===== config.mk =====
export PLATFORM = sky130hd
export DESIGN_NAME = double_ended_queue_top
export DESIGN_NICKNAME = d
export VERILOG_FILES = /design/src/hw/rtl/dq_pkg.sv /design/src/hw/rtl/dq_ctrl.sv /design/src/hw/rtl/dq_datapath.sv /design/src/hw/rtl/double_ended_queue_top.sv
export SDC_FILE = /design/constraint.sdc
export NUM_CORES = 1
export LEC_CHECK = 0
export BUFFER_PORTS_ARGS = -buffer_cell sky130_fd_sc_hd__buf_2
export CAP_MARGIN = 15
export CORE_MARGIN = 2
export CORE_UTILIZATION = 40
export DETAILED_ROUTE_END_ITERATION = 10
export HOLD_SLACK_MARGIN = 0.08
export PLACE_DENSITY = 0.61
export SLEW_MARGIN = 20
export SYNTH_ARGS = -nofsm -noshare
export SYNTH_HDL_FRONTEND = slang
export SYNTH_SLANG_ARGS = --single-unit

===== constraint.sdc =====
create_clock -name clk -period 12.1 [get_ports clk]
set_input_delay 1.21 -clock clk [delete_from_list [all_inputs] [get_ports clk]]
set_output_delay 1.21 -clock clk [all_outputs]
set_load 0.01 [all_outputs]

===== src/hw/rtl/dq_pkg.sv =====
// ----------------------------------------------------------------------------
// dq_pkg
// Shared constants and types for the double-ended queue: command and status
// codes, controller states and the controller-to-datapath command group.
// ----------------------------------------------------------------------------
package dq_pkg;

  localparam int DQ_DEPTH  = 16;
  localparam int CMD_W     = 3;
  localparam int DATA_W    = 32;
  localparam int STATUS_W  = 2;

  // command codes; codes above pop back act as peek only
  localparam logic [CMD_W-1:0] CMD_PUSH_FRONT = 3'd0;
  localparam logic [CMD_W-1:0] CMD_PUSH_BACK  = 3'd1;
  localparam logic [CMD_W-1:0] CMD_POP_FRONT  = 3'd2;
  localparam logic [CMD_W-1:0] CMD_POP_BACK   = 3'd3;

  // status codes
  localparam logic [STATUS_W-1:0] ST_DONE  = 2'd0;
  localparam logic [STATUS_W-1:0] ST_FULL  = 2'd1;
  localparam logic [STATUS_W-1:0] ST_EMPTY = 2'd2;

  // end values reported while the queue is empty
  localparam logic [DATA_W-1:0] EMPTY_VALUE = '1;

  typedef enum logic [1:0] {
    S_IDLE,
    S_EXEC,
    S_READ,
    S_RESP
  } dq_state_t;

  // controller commands to the datapath
  typedef struct packed {
    logic load;   // capture the incoming transaction
    logic exec;   // apply the command to pointers and storage
    logic rd;     // read front and back slots
  } dq_ctl_t;

endpackage


===== src/hw/rtl/dq_ctrl.sv =====
// ----------------------------------------------------------------------------
// dq_ctrl
// Sequencer for the double-ended queue: steps each transaction through
// capture, execute, read and respond.
// ----------------------------------------------------------------------------
module dq_ctrl
  import dq_pkg::*;
(
  input  logic    clk,
  input  logic    rst_n,
  input  logic    start,
  output logic    busy,
  output dq_ctl_t ctl,
  output logic    out_valid
);

  dq_state_t state_r, state_nxt;

  always_ff @(posedge clk) begin
    if (!rst_n) begin
      state_r <= S_IDLE;
    end else begin
      state_r <= state_nxt;
    end
  end

  always_comb begin
    state_nxt = state_r;
    ctl       = '0;
    out_valid = 1'b0;
    busy      = 1'b1;
    unique case (state_r)
      S_IDLE: begin
        busy = 1'b0;
        if (start) begin
          ctl.load  = 1'b1;
          state_nxt = S_EXEC;
        end
      end
      S_EXEC: begin
        ctl.exec  = 1'b1;
        state_nxt = S_READ;
      end
      S_READ: begin
        ctl.rd    = 1'b1;
        state_nxt = S_RESP;
      end
      S_RESP: begin
        out_valid = 1'b1;
        state_nxt = S_IDLE;
      end
      default: begin
        state_nxt = S_IDLE;
      end
    endcase
  end

endmodule


===== src/hw/rtl/dq_datapath.sv =====
// ----------------------------------------------------------------------------
// dq_datapath
// Ring storage, front index and entry count of the double-ended queue,
// with the registered reads of the front and back slots.
// ----------------------------------------------------------------------------
module dq_datapath
  import dq_pkg::*;
#(
  parameter int DEPTH = DQ_DEPTH,
  parameter int CW    = $clog2(DEPTH + 1)
) (
  input  logic                       clk,
  input  logic                       rst_n,
  input  dq_ctl_t                    ctl,
  input  logic        [CMD_W-1:0]    in_cmd,
  input  logic signed [DATA_W-1:0]   in_push_value,
  output logic signed [DATA_W-1:0]   out_front_value,
  output logic signed [DATA_W-1:0]   out_back_value,
  output logic        [CW-1:0]       out_entry_count,
  output logic        [STATUS_W-1:0] out_status
);

  localparam int IW = $clog2(DEPTH);
  localparam int SW = IW + 1;

  logic [DATA_W-1:0]   mem [DEPTH];

  logic [CMD_W-1:0]    cmd_r;
  logic [DATA_W-1:0]   val_r;
  logic [IW-1:0]       front_r, front_nxt;
  logic [CW-1:0]       count_r, count_nxt;
  logic [STATUS_W-1:0] status_r, status_nxt;
  logic [DATA_W-1:0]   rd_front_r, rd_back_r;

  logic [IW-1:0]       front_dec, front_inc;
  logic [SW-1:0]       tail_sum, back_sum;
  logic [IW-1:0]       tail_idx, back_idx;
  logic [CW-1:0]       count_m1;
  logic                full, empty;
  logic                wr_en;
  logic [IW-1:0]       wr_addr;

  // ring index arithmetic
  assign front_dec = (front_r == '0) ? IW'(DEPTH - 1) : front_r - 1'b1;
  assign front_inc = (front_r == IW'(DEPTH - 1)) ? '0 : front_r + 1'b1;

  // slot just past the back entry
  assign tail_sum  = SW'(front_r) + SW'(count_r);
  assign tail_idx  = (tail_sum >= SW'(DEPTH)) ? IW'(tail_sum - SW'(DEPTH)) : IW'(tail_sum);

  // slot of the back entry, meaningful only when not empty
  assign count_m1  = count_r - 1'b1;
  assign back_sum  = SW'(front_r) + SW'(count_m1);
  assign back_idx  = (back_sum >= SW'(DEPTH)) ? IW'(back_sum - SW'(DEPTH)) : IW'(back_sum);

  assign full  = (count_r == CW'(DEPTH));
  assign empty = (count_r == '0);

  always_comb begin
    front_nxt  = front_r;
    count_nxt  = count_r;
    status_nxt = ST_DONE;
    wr_en      = 1'b0;
    wr_addr    = tail_idx;
    if (ctl.exec) begin
      unique case (cmd_r) inside
        CMD_PUSH_FRONT, CMD_PUSH_BACK: begin
          if (full) begin
            status_nxt = ST_FULL;
          end else begin
            wr_en     = 1'b1;
            count_nxt = count_r + 1'b1;
            if (cmd_r == CMD_PUSH_FRONT) begin
              wr_addr   = front_dec;
              front_nxt = front_dec;
            end
          end
        end
        CMD_POP_FRONT, CMD_POP_BACK: begin
          if (empty) begin
            status_nxt = ST_EMPTY;
          end else begin
            count_nxt = count_r - 1'b1;
            if (cmd_r == CMD_POP_FRONT) begin
              front_nxt = front_inc;
            end
          end
        end
        // peek and unused codes leave the queue alone
        default: begin
          status_nxt = ST_DONE;
        end
      endcase
    end
  end

  always_ff @(posedge clk) begin
    if (!rst_n) begin
      front_r <= '0;
      count_r <= '0;
    end else begin
      front_r <= front_nxt;
      count_r <= count_nxt;
    end
  end

  always_ff @(posedge clk) begin
    if (ctl.load) begin
      cmd_r <= in_cmd;
      val_r <= in_push_value;
    end
    if (ctl.exec) begin
      status_r <= status_nxt;
    end
  end

  // storage: one write port, two registered read ports
  always_ff @(posedge clk) begin
    if (wr_en) begin
      mem[wr_addr] <= val_r;
    end
  end

  always_ff @(posedge clk) begin
    if (ctl.rd) begin
      rd_front_r <= mem[front_r];
      rd_back_r  <= mem[back_idx];
    end
  end

  assign out_front_value = empty ? EMPTY_VALUE : rd_front_r;
  assign out_back_value  = empty ? EMPTY_VALUE : rd_back_r;
  assign out_entry_count = count_r;
  assign out_status      = status_r;

  a_count_bound: assert property (@(posedge clk) disable iff (!rst_n)
    count_r <= CW'(DEPTH))
    else $error("entry count above depth");

  a_push_grows: assert property (@(posedge clk) disable iff (!rst_n)
    ctl.exec && (cmd_r == CMD_PUSH_FRONT || cmd_r == CMD_PUSH_BACK) && !full
    |=> count_r == $past(count_r) + 1'b1)
    else $error("accepted push did not add an entry");

  a_empty_pop: assert property (@(posedge clk) disable iff (!rst_n)
    ctl.exec && (cmd_r == CMD_POP_FRONT || cmd_r == CMD_POP_BACK) && empty
    |=> empty && front_r == $past(front_r) && status_r == ST_EMPTY)
    else $error("pop on empty queue changed state or missed its flag");

endmodule


===== src/hw/rtl/double_ended_queue_top.sv =====
// ----------------------------------------------------------------------------
// double_ended_queue_top
// Bounded double-ended queue of signed 32-bit values kept in a ring, with a
// command port for push/pop at either end and a peek-only command.
// ----------------------------------------------------------------------------
//
//  channel   handshake        payload
//  -------   ---------        -------
//  input     start / busy     in_cmd, in_push_value
//  result    out_valid        out_front_value, out_back_value,
//                             out_entry_count, out_status
//
// a transaction is taken when start is high and busy is low
// its result shows on the out_ ports for one cycle, in the respond state after
// the execute and read states; a new transaction can be taken
// in the cycle after the result
// so no new transaction is taken until the result has shown, owing to the ring
// write-then-read (write cycle, registered read cycle) and the response cycle
// synchronous active-low reset empties the queue; storage holds no reset
// the receiver cannot stall: out_valid lasts exactly one cycle
//
module double_ended_queue_top
  import dq_pkg::*;
#(
  parameter  int DEPTH = DQ_DEPTH,
  localparam int CW    = $clog2(DEPTH + 1)
) (
  input  logic                       clk,
  input  logic                       rst_n,
  // command channel
  input  logic                       start,
  output logic                       busy,
  input  logic        [CMD_W-1:0]    in_cmd,
  input  logic signed [DATA_W-1:0]   in_push_value,
  // result channel
  output logic                       out_valid,
  output logic signed [DATA_W-1:0]   out_front_value,
  output logic signed [DATA_W-1:0]   out_back_value,
  output logic        [CW-1:0]       out_entry_count,
  output logic        [STATUS_W-1:0] out_status
);

  // command group from the sequencer to the datapath
  dq_ctl_t ctl;

  // sequencer: idle, execute, read, respond
  dq_ctrl u_ctrl (
    .clk       (clk),
    .rst_n     (rst_n),
    .start     (start),
    .busy      (busy),
    .ctl       (ctl),
    .out_valid (out_valid)
  );

  // ring storage, pointers and end reads
  dq_datapath #(
    .DEPTH (DEPTH),
    .CW    (CW)
  ) u_datapath (
    .clk             (clk),
    .rst_n           (rst_n),
    .ctl             (ctl),
    .in_cmd          (in_cmd),
    .in_push_value   (in_push_value),
    .out_front_value (out_front_value),
    .out_back_value  (out_back_value),
    .out_entry_count (out_entry_count),
    .out_status      (out_status)
  );

endmodule


Word-level counts from Yosys, hierarchy flattened --
Memories as Yosys holds them, arrays and structs flattened. A register that Yosys moved wholly into a read port is not among the register bits. Cells that the tools add are included.
Storage, ports and cells: flip-flop bits (word level) 48, RAM bits 512, input port bits 38, memories 1
Cells by class: add/sub/neg operators 8, order comparisons 2, equal/unequal tests 13, mux-type cells 34, reduce and logical (&&, ||, !) cells 9
Memories:
- u_datapath.mem | depth 16, bits a word 32, rd ports 2, clocked after Yosys merged registers in 2, wr ports 1, RTL line dq_datapath.sv:26 | logic [DATA_W-1:0] mem [DEPTH];
Operator list (number):
- $mux W32 | 2
- $mux W4 | 12
- $mux W1 | 12
- $sub A4 B1 Y4 const B | 3
- $add A4 B5 Y5 | 2
- $ge A5 B5 Y1 const B | 2
- $mux W5 | 2
- $pmux W5 S2 | 1
- $pmux W2 S4 | 1
- $pmux W4 S2 | 1
- $eq A3 B2 Y1 const B | 2
- $ne A2 B2 Y1 const B | 3
- $reduce_and A6 Y1 | 1
- $add A5 B1 Y5 const B | 1
- $eq A5 B5 Y1 const B | 1
- $logic_not A5 Y1 | 1
- $sub A5 B1 Y5 const B | 1
- $add A4 B1 Y4 const B | 1
- $eq A2 B2 Y1 const B | 2
- $eq A4 B4 Y1 const B | 1
- $logic_not A4 Y1 | 1
- $mux W2 | 2
- $ne A2 B1 Y1 const B | 2
- $pmux W2 S2 | 1
- 7 further kinds | 8

Longest topological paths before layout --
depth after elaboration 7, gate-level depth with buffers 9, depth with buffers taken out 8

Cells and area by module --
Synthesis repeated with hierarchy kept, for this count alone.
Second synthesis, totals: cells, all modules 1482, area, all modules 28228.3 µm²
Modules (own cells, without submodules):
- dq_datapath | instances 1, cells each 1465, area each 28059.4 µm²
- dq_ctrl | instances 1, cells each 17, area each 168.9 µm²

Worst setup path before layout --
OpenSTA, ideal clock, no wires.
kind reg2reg, start register u_datapath.front_r[1], end memory u_datapath.mem[5][0] (enable), setup time 0.501 ns, data arrival time 4.932 ns, setup slack 6.666 ns, stages on the path, launching flop included 9, path buffers 2, clock period less this slack 5.434 ns, path through dfxtp_1 buf_2 inv_1 clkbuf_1 fa_1 xnor2_1 nand2_1 mux2_2 nor4_1
On the way: cells in the longest elaborated chain, start to end 7, elaborated cells between the ends (all ways) 11, those cells by class 3 x add/sub; 1 x order compare; 6 x mux; 1 x reduce/logical
Ends and longest elaborated chain:
- start: declaration | RTL line dq_datapath.sv:30 | logic [IW-1:0] front_r, front_nxt;
- start signal: assignment | RTL line dq_datapath.sv:102 | front_r <= front_nxt;
- $add A4 B5 Y5 | RTL line dq_datapath.sv:48 | assign tail_sum = SW'(front_r) + SW'(count_r);
- $sub A4 B1 Y4 / $ge A5 B5 Y1 (equally long branches) | RTL line dq_datapath.sv:49 | assign tail_idx = (tail_sum >= SW'(DEPTH)) ? IW'(tail_sum - SW'(DEPTH)) : IW'(tail_sum);
- $mux W4 | RTL line dq_datapath.sv:49
- $mux W4 | RTL line dq_datapath.sv:73 | if (cmd_r == CMD_PUSH_FRONT) begin
- $mux W4 | RTL line dq_datapath.sv:68 | if (full) begin
- $mux W4 | RTL line dq_datapath.sv:66 | unique case (cmd_r) inside
- $mux W4 (*) | RTL line dq_datapath.sv:65 | if (ctl.exec) begin
- end: declaration | RTL line dq_datapath.sv:26
Mark *: on every way between the ends. The rest lies on a longest branch, timed or not.

Final worst setup path --
start register u_datapath.front_r[1], end register u_datapath.rd_back_r[14], read port of u_datapath.mem (data pin)
On the way: cells in the longest elaborated chain, start to end 3, elaborated cells between the ends (all ways) 4, those cells by class 2 x add/sub; 1 x order compare; 1 x mux
Ends and longest elaborated chain:
- $add A4 B5 Y5 (*) | RTL line dq_datapath.sv:53 | assign back_sum = SW'(front_r) + SW'(count_m1);
- $sub A4 B1 Y4 / $ge A5 B5 Y1 (equally long branches) | RTL line dq_datapath.sv:54 | assign back_idx = (back_sum >= SW'(DEPTH)) ? IW'(back_sum - SW'(DEPTH)) : IW'(back_sum);
- $mux W4 (*) | RTL line dq_datapath.sv:54
- end: declaration | RTL line dq_datapath.sv:33 | logic [DATA_W-1:0] rd_front_r, rd_back_r;
Marks and branches as above. A chain may end at the register's enable or synchronous reset.

==> metrics <==
metal2 WL 34900 µm; post-route ant nets 0; initial antenna violation count 3; postcts setup bufs 0; CP Cell Sequence inv_1 -> fa_4 -> buf_4 -> buf_4 -> mux4_2 -> mux2i_1 -> mux2i_1; Mapped Area 28300 µm²; status completed; Post-Route Setup TNS 0 ns; die height 270 µm; num rows 97; final setup vio count 0; most frequent cells in the layout edfxtp_1, mux4_2, buf_2; final hold violation count 0; Synth Register Bits 624; Critical Path End Type flop; CTS Buf Count 68; CORE AREA 70000 µm²; startpoint types flop; Filler Cells Inserted 5916; Cell variety after synth 55; Post-synth top flop edfxtp_1; Max Buffers Root-to-Sink 3; wire length on met3 5330 µm; WL met1 29500 µm; Post-Place Setup Slack 7.23 ns; worst slew pin tran 1.03 ns; vias in the first global route 15.7k; minimum clock period 4.81 ns; fin nets 1627; largest delay contributor family on the critical path buffers and inverters; I/O pins 111; RSZ-0062 raised after global routing false; Slew HR 0.311; DRC violation total after the first TritonRoute iteration 1432; net count after synthesis 1508; WS Path Type flop to flop; pin count of the biggest net entering global routing 54; DP Wirelength 37500 µm; Post-synth EDFFs 613; P_leak 10.4 nW; Routed Wire Length 71500 µm; Num Clock Sinks 624; Clk pin slew, worst setup/hold paths 0.06 ns; Total Routing Usage GR 0.196; biggest cell delay along the critical path 1.27 ns; biggest area consumer among synthesized cells edfxtp_1; PwrDens 211 nW/µm²; Final Cell Area 32200 µm²; antenna cells 0; Async SR Flop Fraction 0; global-route wire length before repair 105000 µm; Worst Path Max Fanout 53; Synth Instances 1452; total power 6.80 mW; Max Cap Viol 0; proportion of layout cells with a drive suffix above 1 0.363; IO Port Bufs 110; Clock Skew 0.0204 ns; Die X 270 µm; Hold Crit Class flop to flop; Initial Utilization 0.404; DR vias/cell 5.90; most common cell after layout, fill and taps aside edfxtp_1; Worst Path Required 12.41 ns; Final period util 0.397; Final Max Slew Viols 0; Clk Latency, worst-skew pair 0.60 ns; total congestion overflow 0; Syn Area/Cell 19.5 µm²; Area contributors post-synth edfxtp_1, mux4_2, mux2i_1; Final WS setup 7.29 ns; WP buf/inv 3; Die ar. 72900 µm²; fmax 0.208 GHz; DR top layer met4; CTS root buf clkbuf_16; post-layout util 0.460; WL/cell 27.9 µm; drt first pass iters 5; P&R area growth vs syn 13.8%; Synth warnings 0; Vias 15.1k; GPL Wtd Cong 0.770; Seq/Total Area, Yosys 0.658; Hold Buf Count CTS 0; residual DRC count 0; Worst Path Arrival 5.12 ns; CTS resizes 0; placed cell areas 30100 µm²; VDD IR max 0.143 mV; CTS H-tree depth 3; CTS tree done; Slowest-stage cell, CP fa_4; top cell type's share of synthesized area 0.651
[metrics by stage]
stage | hold slack (ns) | std cells
6_report | 0.548 | 2561
5_1_grt | 0.588 | 2561
4_1_cts | 0.563 | 2561
3_5_place_dp | 0.556 | 2441
3_3_place_gp | 0.536 | 2441
2_1_floorplan | 0.511 | 1452
[power by group]
| group | switching, mW | internal, mW |
|---|---|---|
| combinational | 1.07 | 0.915 |
| sequential | 0.156 | 2.67 |
| clock | 0.824 | 1.17 |
| total | 2.05 | 4.75 |
[flip-flops by register name (all words and copies together) (netlist names)]
| name | flops |
|---|---|
| u_datapath.mem | 512 |
| u_datapath.out_entry_count | 5 |
| u_datapath.val_r | 32 |
| u_datapath.rd_back_r | 32 |
| u_datapath.out_status | 2 |
| u_datapath.front_r | 4 |
| u_datapath.cmd_r | 3 |
| u_datapath.rd_front_r | 32 |
| u_ctrl.state_r | 2 |
[worst min-delay path: stages, from the launching register on]
cell,delay [ns]
dfxtp_1,0.34
nor2_1,0.11
a211oi_1,0.05
[layout make-up]
type                            instances  area, µm²  share of cell area
Clock buffer                           83       1800              0.0559
Clock inverter                         37        320             0.00995
Inverter                               12       45.0             0.00140
Multi-Input combinational cell        714       9350               0.290
Sequential cell                       624      18600               0.579
Tap cell                              940       1180              0.0365
Timing Repair Buffer                  151        858              0.0267
[worst paths after layout]
path	startpoint	end	slack [ns]	cells after the start
max	u_datapath.front_r[1]	u_datapath.rd_back_r[14]	7.29	7
min	u_ctrl.state_r[0]	u_ctrl.state_r[0]	0.55	2
max reg2reg	u_datapath.front_r[1]	u_datapath.rd_back_r[14]	7.29	7
min reg2reg	u_ctrl.state_r[0]	u_ctrl.state_r[0]	0.55	2
[routing by layer]
layer / vias up / track usage
li1: 6301 / -
met1: 8055 / 0.268
met2: 644 / 0.325
met3: 111 / 0.0314
met4: 0 / 0.0614
met5: - / 0
[Yosys cell counts (2+ instances only)]
cell,n
a211oi_1,42
a21o_1,3
a21oi_1,10
a31oi_1,32
and2_1,35
and3_1,2
buf_2,37
buf_4,7
buf_6,5
clkbuf_1,52
dfxtp_1,11
edfxtp_1,613
fa_1,2
ha_1,16
inv_1,10
mux2_2,2
mux2i_1,102
mux4_2,256
nand2_1,71
nand2b_1,4
nand3_1,2
nor2_1,11
nor2b_1,3
nor3_1,3
nor4_1,5
nor4_2,4
o21ai_0,7
o21ai_2,2
or2_1,12
or2_2,52
or3_1,5
xnor2_1,7
xnor2_2,3
xor2_1,3
[cell families after synthesis]
kind of cell	count (synthesis)	share of synthesized area
adders and majority gates	18	0.00849
AOI/OAI and AO/OA	105	0.0260
muxes	360	0.241
and+or+nand+nor	218	0.0425
xor gates and xnor gates	13	0.00482
DFF	624	0.658
buffers and inverters	114	0.0190
Power figures use the tool's default switching activity.
